$ cat config.mk
export PLATFORM = sky130hd
export DESIGN_NAME = cfl_time_step_reduction_unit
export DESIGN_NICKNAME = d
export VERILOG_FILES = /design/src/hdl/cflts_pkg.sv /design/src/hdl/cflts_divider.sv /design/src/hdl/cfl_time_step_reduction_unit.sv
export VERILOG_INCLUDE_DIRS = /design/src /design/src/hdl
export SDC_FILE = /design/constraint.sdc
export NUM_CORES = 2
export LEC_CHECK = 0
export BUFFER_PORTS_ARGS = -buffer_cell sky130_fd_sc_hd__buf_2
export CORE_MARGIN = 2
export CORE_UTILIZATION = 65
export CTS_CLUSTER_SIZE = 12
export DETAILED_ROUTE_END_ITERATION = 6
export PLACE_DENSITY = 0.86
export SYNTH_ARGS = -nofsm -noshare
export SYNTH_HDL_FRONTEND = slang
export SYNTH_SLANG_ARGS = --single-unit
export TNS_END_PERCENT = 20
$ cat constraint.sdc
create_clock -name clk -period 14.3 [get_ports clk]
set_input_delay 2.86 -clock clk [delete_from_list [all_inputs] [get_ports clk]]
set_output_delay 2.86 -clock clk [all_outputs]
set_load 0.03 [all_outputs]
$ cat src/hdl/cfl_time_step_reduction_unit_assert.svh
// Assertion macros for the time-step reduction unit.
// Each macro takes a label, the clock, the active-low reset, a condition and a consequence.
`ifndef CFL_TIME_STEP_REDUCTION_UNIT_ASSERT_SVH
`define CFL_TIME_STEP_REDUCTION_UNIT_ASSERT_SVH

// Same-cycle implication.
`define CFLTS_ASSERT_NOW(lbl, clk, rst_n, ante, cons) \
    lbl: assert property (@(posedge clk) disable iff (!rst_n) (ante) |-> (cons)) \
        else $error("same-cycle implication violated");

// Next-cycle implication.
`define CFLTS_ASSERT_NEXT(lbl, clk, rst_n, ante, cons) \
    lbl: assert property (@(posedge clk) disable iff (!rst_n) (ante) |=> (cons)) \
        else $error("next-cycle implication violated");

`endif

$ cat src/hdl/cflts_pkg.sv
`default_nettype none

package cflts_pkg;

    localparam int FRAC_BITS_DEF = 16;
    localparam int DATA_W        = 32;
    localparam int CFG_IDX_W     = 1;

    localparam logic [DATA_W-1:0] CFL_RESET = 32'h0000_8000;
    localparam logic [DATA_W-1:0] END_RESET = 32'h0000_0000;
    localparam logic [DATA_W-1:0] ALL_ONES  = 32'hFFFF_FFFF;

    // Configuration register indexes
    localparam logic [CFG_IDX_W-1:0] CFG_CFL_NUMBER = 1'b0;
    localparam logic [CFG_IDX_W-1:0] CFG_END_TIME   = 1'b1;

    typedef enum logic [2:0] {
        S_IDLE,
        S_DIV_U,
        S_DIV_V,
        S_DIV_FB,
        S_DIV_DT,
        S_EMIT
    } state_t;

    typedef struct packed {
        logic start;
    } div_ctrl_t;

    typedef struct packed {
        logic busy;
        logic done;
    } div_stat_t;

endpackage

`default_nettype wire

$ cat src/hdl/cflts_divider.sv
`default_nettype none

// Restoring radix-2 divider, one quotient bit per cycle.
module cflts_divider #(
    parameter int W = 49
) (
    input  wire logic                clk,
    input  wire logic                rst_n,
    input  wire cflts_pkg::div_ctrl_t ctrl,
    input  wire logic [W-1:0]        num,
    input  wire logic [W-1:0]        den,
    output cflts_pkg::div_stat_t     stat,
    output logic [W-1:0]             quo
);

    localparam int CNT_W = $clog2(W + 1);

    logic             busy_reg, busy_next;
    logic             done_reg, done_next;
    logic [CNT_W-1:0] cnt_reg, cnt_next;
    logic [W-1:0]     rem_reg, rem_next;
    logic [W-1:0]     q_reg, q_next;
    logic [W-1:0]     den_reg, den_next;

    logic [W:0] trial;
    logic [W:0] diff;
    logic       ge;

    always_comb
    begin
        trial = {rem_reg, q_reg[W-1]};
        diff  = trial - {1'b0, den_reg};
        // no borrow out of the top bit means the divisor fits
        ge    = !diff[W];
    end

    always_comb
    begin
        busy_next = busy_reg;
        done_next = 1'b0;
        cnt_next  = cnt_reg;
        rem_next  = rem_reg;
        q_next    = q_reg;
        den_next  = den_reg;
        if (ctrl.start)
        begin
            // load operands, clear the partial remainder
            busy_next = 1'b1;
            cnt_next  = CNT_W'(W);
            rem_next  = '0;
            q_next    = num;
            den_next  = den;
        end
        else if (busy_reg)
        begin
            rem_next = ge ? diff[W-1:0] : trial[W-1:0];
            q_next   = {q_reg[W-2:0], ge};
            cnt_next = cnt_reg - CNT_W'(1);
            if (cnt_reg == CNT_W'(1))
            begin
                busy_next = 1'b0;
                done_next = 1'b1;
            end
        end
    end

    always_ff @(posedge clk or negedge rst_n)
    begin
        if (!rst_n)
        begin
            busy_reg <= 1'b0;
            done_reg <= 1'b0;
            cnt_reg  <= '0;
        end
        else
        begin
            busy_reg <= busy_next;
            done_reg <= done_next;
            cnt_reg  <= cnt_next;
        end
    end

    always_ff @(posedge clk)
    begin
        rem_reg <= rem_next;
        q_reg   <= q_next;
        den_reg <= den_next;
    end

    assign stat.busy = busy_reg;
    assign stat.done = done_reg;
    assign quo       = q_reg;

endmodule

`default_nettype wire

$ cat src/hdl/cfl_time_step_reduction_unit.sv
// CFL time-step reduction unit.
// Input channel (in_valid / in_stall) carries one grid cell per transfer: four face
// velocities, cell size, fluid flag, present time and a last-cell mark. Output channel
// (out_valid / out_stall) carries one result per sweep, on the last cell: the allowed
// time step, a no-fluid flag and an end-clamp flag.
// A solid cell that is not last needs no division. A fluid cell runs three divisions
// (four when its convection is zero and the fallback is nonzero) on one shared
// restoring divider of W = FRAC_BITS + 33 bits (49 at Q16.16). The divider is the
// limiting unit; in_stall stays high meanwhile. The last cell also forms the clamped
// step into the output register.
// A waiting result does not block the next cells; only the next last cell waits while
// the output register is still full and out_stall is high.
// Reset: cfl_number returns to 0.5, end_time to 0 (clamp off), the running minimum
// to all ones, and the output register empties.
// Configuration is written through cfg_we / cfg_index / cfg_data while the block
// is idle; the user must keep to this, the block itself does not enforce it.
`default_nettype none

module cfl_time_step_reduction_unit #(
    parameter int FRAC_BITS = cflts_pkg::FRAC_BITS_DEF
) (
    input  wire logic                             clk,
    input  wire logic                             rst_n,
    // configuration
    input  wire logic                             cfg_we,
    input  wire logic [cflts_pkg::CFG_IDX_W-1:0]  cfg_index,
    input  wire logic [cflts_pkg::DATA_W-1:0]     cfg_data,
    // cell input
    input  wire logic                             in_valid,
    output logic                                  in_stall,
    input  wire logic signed [31:0]               u_left,
    input  wire logic signed [31:0]               u_right,
    input  wire logic signed [31:0]               v_bottom,
    input  wire logic signed [31:0]               v_top,
    input  wire logic [31:0]                      cell_width,
    input  wire logic [31:0]                      cell_height,
    input  wire logic                             is_fluid,
    input  wire logic [31:0]                      current_time,
    input  wire logic                             last_cell,
    // result output
    output logic                                  out_valid,
    input  wire logic                             out_stall,
    output logic [31:0]                           time_step,
    output logic                                  no_fluid,
    output logic                                  end_clamped
);

    `include "cfl_time_step_reduction_unit_assert.svh"

    // divider width covers (|sum| << F), (cfl << F), 2^(2F) and the convection sum
    localparam int W = FRAC_BITS + 33;

    cflts_pkg::state_t state_reg, state_next;

    // configuration
    logic [31:0] cfl_reg, cfl_next;
    logic [31:0] end_reg, end_next;

    // latched cell
    logic [32:0] u_abs_reg, u_abs_next;
    logic [32:0] v_abs_reg, v_abs_next;
    logic [31:0] dx_reg, dx_next;
    logic [31:0] dy_reg, dy_next;
    logic [31:0] tcur_reg, tcur_next;
    logic        last_reg, last_next;

    // sweep state
    logic [W-1:0] conv_reg, conv_next;
    logic [31:0]  min_reg, min_next;
    logic         seen_reg, seen_next;
    logic         start_reg, start_next;

    // output register
    logic        out_valid_reg, out_valid_next;
    logic [31:0] ts_reg, ts_next;
    logic        nf_reg, nf_next;
    logic        ec_reg, ec_next;

    // divider link
    cflts_pkg::div_ctrl_t div_ctrl;
    cflts_pkg::div_stat_t div_stat;
    logic [W-1:0]         div_num;
    logic [W-1:0]         div_den;
    logic [W-1:0]         div_quo;

    // combinational helpers
    logic        accept;
    logic        emit_fire;
    logic signed [32:0] u_sum;
    logic signed [32:0] v_sum;
    logic [W-1:0] conv_sum;
    logic [31:0]  min_dxy;
    logic [31:0]  cell_step;
    logic         upd_en;
    logic [32:0]  t_reach;
    logic         clamp;

    assign accept    = in_valid && !in_stall;
    assign emit_fire = (state_reg == cflts_pkg::S_EMIT) && (!out_valid_reg || !out_stall);

    always_comb
    begin
        u_sum    = {u_left[31], u_left} + {u_right[31], u_right};
        v_sum    = {v_bottom[31], v_bottom} + {v_top[31], v_top};
        conv_sum = conv_reg + div_quo;
        min_dxy  = (dx_reg < dy_reg) ? dx_reg : dy_reg;
        // saturate the local step to 32 bits; a zero fallback quotient saturates too
        if (state_reg == cflts_pkg::S_DIV_FB)
            cell_step = cflts_pkg::ALL_ONES;
        else if (|div_quo[W-1:32])
            cell_step = cflts_pkg::ALL_ONES;
        else
            cell_step = div_quo[31:0];
        upd_en = div_stat.done &&
                 ((state_reg == cflts_pkg::S_DIV_DT) ||
                  ((state_reg == cflts_pkg::S_DIV_FB) && (div_quo == '0)));
        t_reach = {1'b0, tcur_reg} + {1'b0, min_reg};
        clamp   = (min_reg != '0) && (end_reg != '0) && (t_reach > {1'b0, end_reg});
    end

    // pick the operands of the division for the current phase
    always_comb
    begin
        div_num = '0;
        div_den = W'(1);
        case (state_reg)
            cflts_pkg::S_DIV_U:
            begin
                div_num = {u_abs_reg, FRAC_BITS'(0)};
                div_den = W'({dx_reg, 1'b0});
            end
            cflts_pkg::S_DIV_V:
            begin
                div_num = {v_abs_reg, FRAC_BITS'(0)};
                div_den = W'({dy_reg, 1'b0});
            end
            cflts_pkg::S_DIV_FB:
            begin
                div_num = W'(1) << (2 * FRAC_BITS);
                div_den = W'(min_dxy);
            end
            cflts_pkg::S_DIV_DT:
            begin
                div_num = {1'b0, cfl_reg, FRAC_BITS'(0)};
                div_den = conv_reg;
            end
            default:
            begin
                div_num = '0;
                div_den = W'(1);
            end
        endcase
    end

    // next state
    always_comb
    begin
        state_next = state_reg;
        case (state_reg)
            cflts_pkg::S_IDLE:
            begin
                if (accept)
                begin
                    if (is_fluid)
                        state_next = cflts_pkg::S_DIV_U;
                    else if (last_cell)
                        state_next = cflts_pkg::S_EMIT;
                end
            end
            cflts_pkg::S_DIV_U:
            begin
                if (div_stat.done)
                    state_next = cflts_pkg::S_DIV_V;
            end
            cflts_pkg::S_DIV_V:
            begin
                if (div_stat.done)
                    state_next = (conv_sum == '0) ? cflts_pkg::S_DIV_FB : cflts_pkg::S_DIV_DT;
            end
            cflts_pkg::S_DIV_FB:
            begin
                if (div_stat.done)
                begin
                    if (div_quo != '0)
                        state_next = cflts_pkg::S_DIV_DT;
                    else
                        state_next = last_reg ? cflts_pkg::S_EMIT : cflts_pkg::S_IDLE;
                end
            end
            cflts_pkg::S_DIV_DT:
            begin
                if (div_stat.done)
                    state_next = last_reg ? cflts_pkg::S_EMIT : cflts_pkg::S_IDLE;
            end
            cflts_pkg::S_EMIT:
            begin
                if (emit_fire)
                    state_next = cflts_pkg::S_IDLE;
            end
            default:
            begin
                state_next = cflts_pkg::S_IDLE;
            end
        endcase
    end

    // FSM outputs: launch the divider on entry to each division phase
    always_comb
    begin
        in_stall   = (state_reg != cflts_pkg::S_IDLE);
        start_next = (state_next != state_reg) &&
                     ((state_next == cflts_pkg::S_DIV_U)  ||
                      (state_next == cflts_pkg::S_DIV_V)  ||
                      (state_next == cflts_pkg::S_DIV_FB) ||
                      (state_next == cflts_pkg::S_DIV_DT));
        div_ctrl.start = start_reg;
    end

    // datapath
    always_comb
    begin
        cfl_next       = cfl_reg;
        end_next       = end_reg;
        u_abs_next     = u_abs_reg;
        v_abs_next     = v_abs_reg;
        dx_next        = dx_reg;
        dy_next        = dy_reg;
        tcur_next      = tcur_reg;
        last_next      = last_reg;
        conv_next      = conv_reg;
        min_next       = min_reg;
        seen_next      = seen_reg;
        out_valid_next = out_valid_reg && out_stall;
        ts_next        = ts_reg;
        nf_next        = nf_reg;
        ec_next        = ec_reg;

        if (cfg_we)
        begin
            case (cfg_index)
                cflts_pkg::CFG_CFL_NUMBER: cfl_next = cfg_data;
                cflts_pkg::CFG_END_TIME:   end_next = cfg_data;
                default:                   cfl_next = cfl_reg;
            endcase
        end

        if (accept)
        begin
            // take absolute face sums and floor the cell size to one LSB
            u_abs_next = u_sum[32] ? (~u_sum + 33'd1) : u_sum;
            v_abs_next = v_sum[32] ? (~v_sum + 33'd1) : v_sum;
            dx_next    = (cell_width == '0) ? 32'd1 : cell_width;
            dy_next    = (cell_height == '0) ? 32'd1 : cell_height;
            tcur_next  = current_time;
            last_next  = last_cell;
            seen_next  = seen_reg || is_fluid;
        end

        if (div_stat.done)
        begin
            case (state_reg)
                cflts_pkg::S_DIV_U:  conv_next = div_quo;
                cflts_pkg::S_DIV_V:  conv_next = conv_sum;
                cflts_pkg::S_DIV_FB: conv_next = div_quo;
                default:             conv_next = conv_reg;
            endcase
        end

        if (upd_en && (cell_step < min_reg))
            min_next = cell_step;

        if (emit_fire)
        begin
            // clamp so the step does not pass end_time, then restart the sweep
            out_valid_next = 1'b1;
            nf_next        = !seen_reg;
            ec_next        = clamp;
            if (clamp)
                ts_next = (tcur_reg >= end_reg) ? 32'd0 : (end_reg - tcur_reg);
            else
                ts_next = min_reg;
            min_next  = cflts_pkg::ALL_ONES;
            seen_next = 1'b0;
        end
    end

    always_ff @(posedge clk or negedge rst_n)
    begin
        if (!rst_n)
        begin
            state_reg     <= cflts_pkg::S_IDLE;
            start_reg     <= 1'b0;
            cfl_reg       <= cflts_pkg::CFL_RESET;
            end_reg       <= cflts_pkg::END_RESET;
            min_reg       <= cflts_pkg::ALL_ONES;
            seen_reg      <= 1'b0;
            out_valid_reg <= 1'b0;
        end
        else
        begin
            state_reg     <= state_next;
            start_reg     <= start_next;
            cfl_reg       <= cfl_next;
            end_reg       <= end_next;
            min_reg       <= min_next;
            seen_reg      <= seen_next;
            out_valid_reg <= out_valid_next;
        end
    end

    always_ff @(posedge clk)
    begin
        u_abs_reg <= u_abs_next;
        v_abs_reg <= v_abs_next;
        dx_reg    <= dx_next;
        dy_reg    <= dy_next;
        tcur_reg  <= tcur_next;
        last_reg  <= last_next;
        conv_reg  <= conv_next;
        ts_reg    <= ts_next;
        nf_reg    <= nf_next;
        ec_reg    <= ec_next;
    end

    cflts_divider #(
        .W (W)
    ) u_div (
        .clk   (clk),
        .rst_n (rst_n),
        .ctrl  (div_ctrl),
        .num   (div_num),
        .den   (div_den),
        .stat  (div_stat),
        .quo   (div_quo)
    );

    assign out_valid   = out_valid_reg;
    assign time_step   = ts_reg;
    assign no_fluid    = nf_reg;
    assign end_clamped = ec_reg;

    // The divider is never relaunched while it is still iterating.
    `CFLTS_ASSERT_NOW(a_no_restart_busy, clk, rst_n, div_ctrl.start, !div_stat.busy)
    // A finished division is only seen in a division phase.
    `CFLTS_ASSERT_NOW(a_done_in_phase, clk, rst_n, div_stat.done,
        (state_reg == cflts_pkg::S_DIV_U) || (state_reg == cflts_pkg::S_DIV_V) ||
        (state_reg == cflts_pkg::S_DIV_FB) || (state_reg == cflts_pkg::S_DIV_DT))
    // A fluid cell always occupies the block for its divisions.
    `CFLTS_ASSERT_NEXT(a_fluid_busy, clk, rst_n, accept && is_fluid, in_stall)
    // A sweep without fluid and without clamp reports the saturated step.
    `CFLTS_ASSERT_NOW(a_no_fluid_max, clk, rst_n, out_valid && no_fluid && !end_clamped,
        time_step == cflts_pkg::ALL_ONES)

endmodule

`default_nettype wire
==> impl_metrics.toml <==
[critical_path]
startpoint_type = "primary input"
critPathRequiredTime_ns = 14.64
crit_chain = "buf_2 -> ha_1 -> fa_1 -> a21o_1 -> a311o_1 -> a2111oi_0 -> mux2i_1 -> o22ai_1 -> inv_1 -> or4_1 -> nor3_1 -> nand4_1 -> or2_1 -> o21ai_1 -> xor2_1"
reg2reg_from = "min_reg[0]"
timing_worst_setup_path_type = "primary input to flip-flop"
regToRegSetupSlack_ns = 8.08
crit_buf_inv = 2
crit_cells = 15
crit_fanout = 5
crit_slowest_cell = "or4_1"
r2r-end = "time_step[23]"
max_stage_delay_ns = 0.54
cp-end-kind = "flip-flop"
crit_arrival_ns = 6.93
rr_worst_depth = 21
cpLargestDelayFamily = "simple AND/OR/NAND/NOR gates"

[global_routing]
antenna_found_initial = 11
grt_max_degree = 98
grt_pass1_vias = 31000
grt_overflow = 0
grt_usage_pct = 35.5
grt_pass1_wl_mm = 169

[hold_path]
whs_path_depth = 2
holdPathEnd = "u_div.rem_reg[17]"
holdCritStartpoint = "u_div.rem_reg[17]"
hold_class = "flip-flop to flip-flop"

[place]
routabilityCongestion = 0.969
hpwl_mm = 81.0
portBuffers = 299

[cells_and_area]
n_fill_cell = 4260
nets = 4904
drive_gt1_share_pct = 13.2
syn2layout_area_growth_pct = 9.72

[logic_synthesis]
synth_area_leaders = "edfxtp_1, ha_1, dfrtp_1"
syn_nets = 4766
ys.warnings.count = 0
synth-compound-area-share_pct = 20.5
synth_edf_count = 344
async_flop_share_pct = 21.9
synth-seq-cells = 503
synth_xor_area_share_pct = 6.17
synth.cell_area_um2 = 37300
synth_top_area_share_pct = 27.7
ys.flop_type = "edfxtp_1"
ys_types = 95
synth-seq-area-share_pct = 37.8
yosys.cell_count.top_type = "edfxtp_1"
synth_top_family_by_area = "compound AO/OA/AOI/OAI gates"
yosysTopAreaCell = "edfxtp_1"
syn_avg_cell_area_um2 = 8.94
yosys.area_share.simple_pct = 16.5
netlist_instances = 4173
synthAdderAreaFrac_pct = 11.2
synth_common_cells = "edfxtp_1, a21oi_1, ha_1"
synthMuxAreaShare_pct = 2.41

[status]
outcome = "finished with violations"
violations = "DRC"

[power]
total_power_w = 0.00859
powerDensity_nw_per_um2 = 210
irDropWorstVdd_v = 0.000156
power.static_leakage_nw = 17.5

[timing]
worst_pin_slew_ns = 1.29
fin_tns_setup_ns = 0
setup_viol = 0
hold_viol = 0
skew_ns = 0.0429
rsz0062_at_grt = "no"
period_needed_ns = 6.59
slew_headroom_pct = 14.1
fmax_ghz = 0.152
post-route-period-util_pct = 46.1
final-max-slew-violation-count = 0

[drt]
via_count = 33000
viasPerCell = 6.45
drc = 2
dr.pass1.iters = 7
ant_nets = 0
drt_iter0_markers = 3442
routedWlPerCell_um = 21.2
drt_wl_total_mm = 108

[cts]
clockBufferDepth = 3
htreeDepth = 2
hold_buffers = 0
clk_pin_slew_ns = 0.06
ctsResizeCount = 0
root_buffer = "clkbuf_16"
clock-sinks = 503
numCtsBuffers = 55
post_cts_buffers = 0
worstSkewPairLatency_ns = 0.64
cts_tree = "built"

[floorplan]
coreArea_um2 = 56600
floorplan.initialDensity_pct = 65.9
boundaryPins = 300
die_h_um = 244
rows = 87
dieArea_um2 = 59300
die_w_um = 244

[run]
maxCapViolations = 0
power breakdown:
part           switching, W  total (W)  leakage [nW]  internal [W]
clock              0.000601    0.00142         0.871      0.000820
sequential         0.000413    0.00255          4.99       0.00214
combinational       0.00277    0.00461          11.7       0.00185
total               0.00378    0.00859          17.5       0.00481
through the flow:
| step | util, % | setup WS [ns] | hold slack (ns) | area (µm²) | cells |
|---|---|---|---|---|---|
| 2_1_floorplan | - | 3.20 | 0.451 | 37300 | 4173 |
| 6_report | 72.3 | 7.71 | 0.485 | 40900 | 5116 |
| 5_1_grt | 72.3 | 7.51 | 0.514 | 40900 | 5112 |
| 3_5_place_dp | 69.2 | 7.22 | 0.479 | 39200 | 5010 |
| 3_3_place_gp | 69.2 | 7.26 | 0.465 | 39200 | 5010 |
| 4_1_cts | 72.3 | 7.82 | 0.486 | 40900 | 5112 |
routing by layer:
| metal | part of all wire [%] | wire length [µm] | GRT usage [%] |
|---|---|---|---|
| met1 | 40 | 43100 | 47.2 |
| met2 | 45 | 49200 | 56.5 |
| met3 | 10 | 10800 | 6.95 |
| met4 | 4.6 | 5020 | 15.6 |
| met5 | 0.083 | 90 | 0 |
final cells by class:
class	instances	area [µm²]	share of cell area [%]
antenna	4	10.0	0.0244
clock buffer	75	1490	3.65
clock inverter	27	280	0.685
inverter	282	1060	2.59
multi-input combinational	3137	21300	52.0
sequential	503	14100	34.5
tap	756	946	2.31
timing repair buffer	332	1750	4.27
kinds of logic (layout without fill, tap and decap cells):
kind of cell    Yosys count  in the layout
compound gates         1195           1195
mux                      81             81
buf+inv                 533            716
other cells               0              4
simple gates           1269           1269
fa+ha+maj               329            329
flops                   503            503
xor+xnor                263            263
worst max-delay path by stage:
stage	slack (ns)	startpoint	endpoint
final	7.71	u_left[0]	u_abs_reg[26]
after global placement	7.26	u_left[0]	u_abs_reg[26]
after global routing	7.51	u_left[0]	u_abs_reg[26]
after CTS	7.82	u_left[0]	u_abs_reg[26]
after floorplan	3.20	in_valid	div_ctrl
after detailed placement	7.22	u_left[0]	u_abs_reg[26]
tightest hold or removal path: stages (launching register included):
cell and delay, ns:
dfxtp_1 0.32, nand2_1 0.05, o21ai_0 0.06
cell usage in the layout, fill, tap and decap left out, types with 37 or more instances in the layout:
cell type	synthesis	final
nand3_1	166	166
dfxtp_1	49	49
nand2_1	311	311
dfrtp_1	77	75
clkbuf_16	0	56
a221oi_1	37	37
ha_1	323	323
o21bai_1	43	43
buf_2	4	298
o22ai_1	42	42
nor4_1	53	53
nand2b_1	52	52
xor2_1	92	92
a21oi_1	337	337
mux2_2	72	72
nor2_1	319	315
a22oi_1	68	68
o21a_1	44	44
nor2b_1	57	53
edfxtp_1	344	344
inv_1	281	280
a21o_1	125	125
nand4_1	85	85
o21ai_0	256	254
xnor2_1	171	170
nor3_1	91	89
a211oi_1	49	49
(Power assumes the default switching activity.)
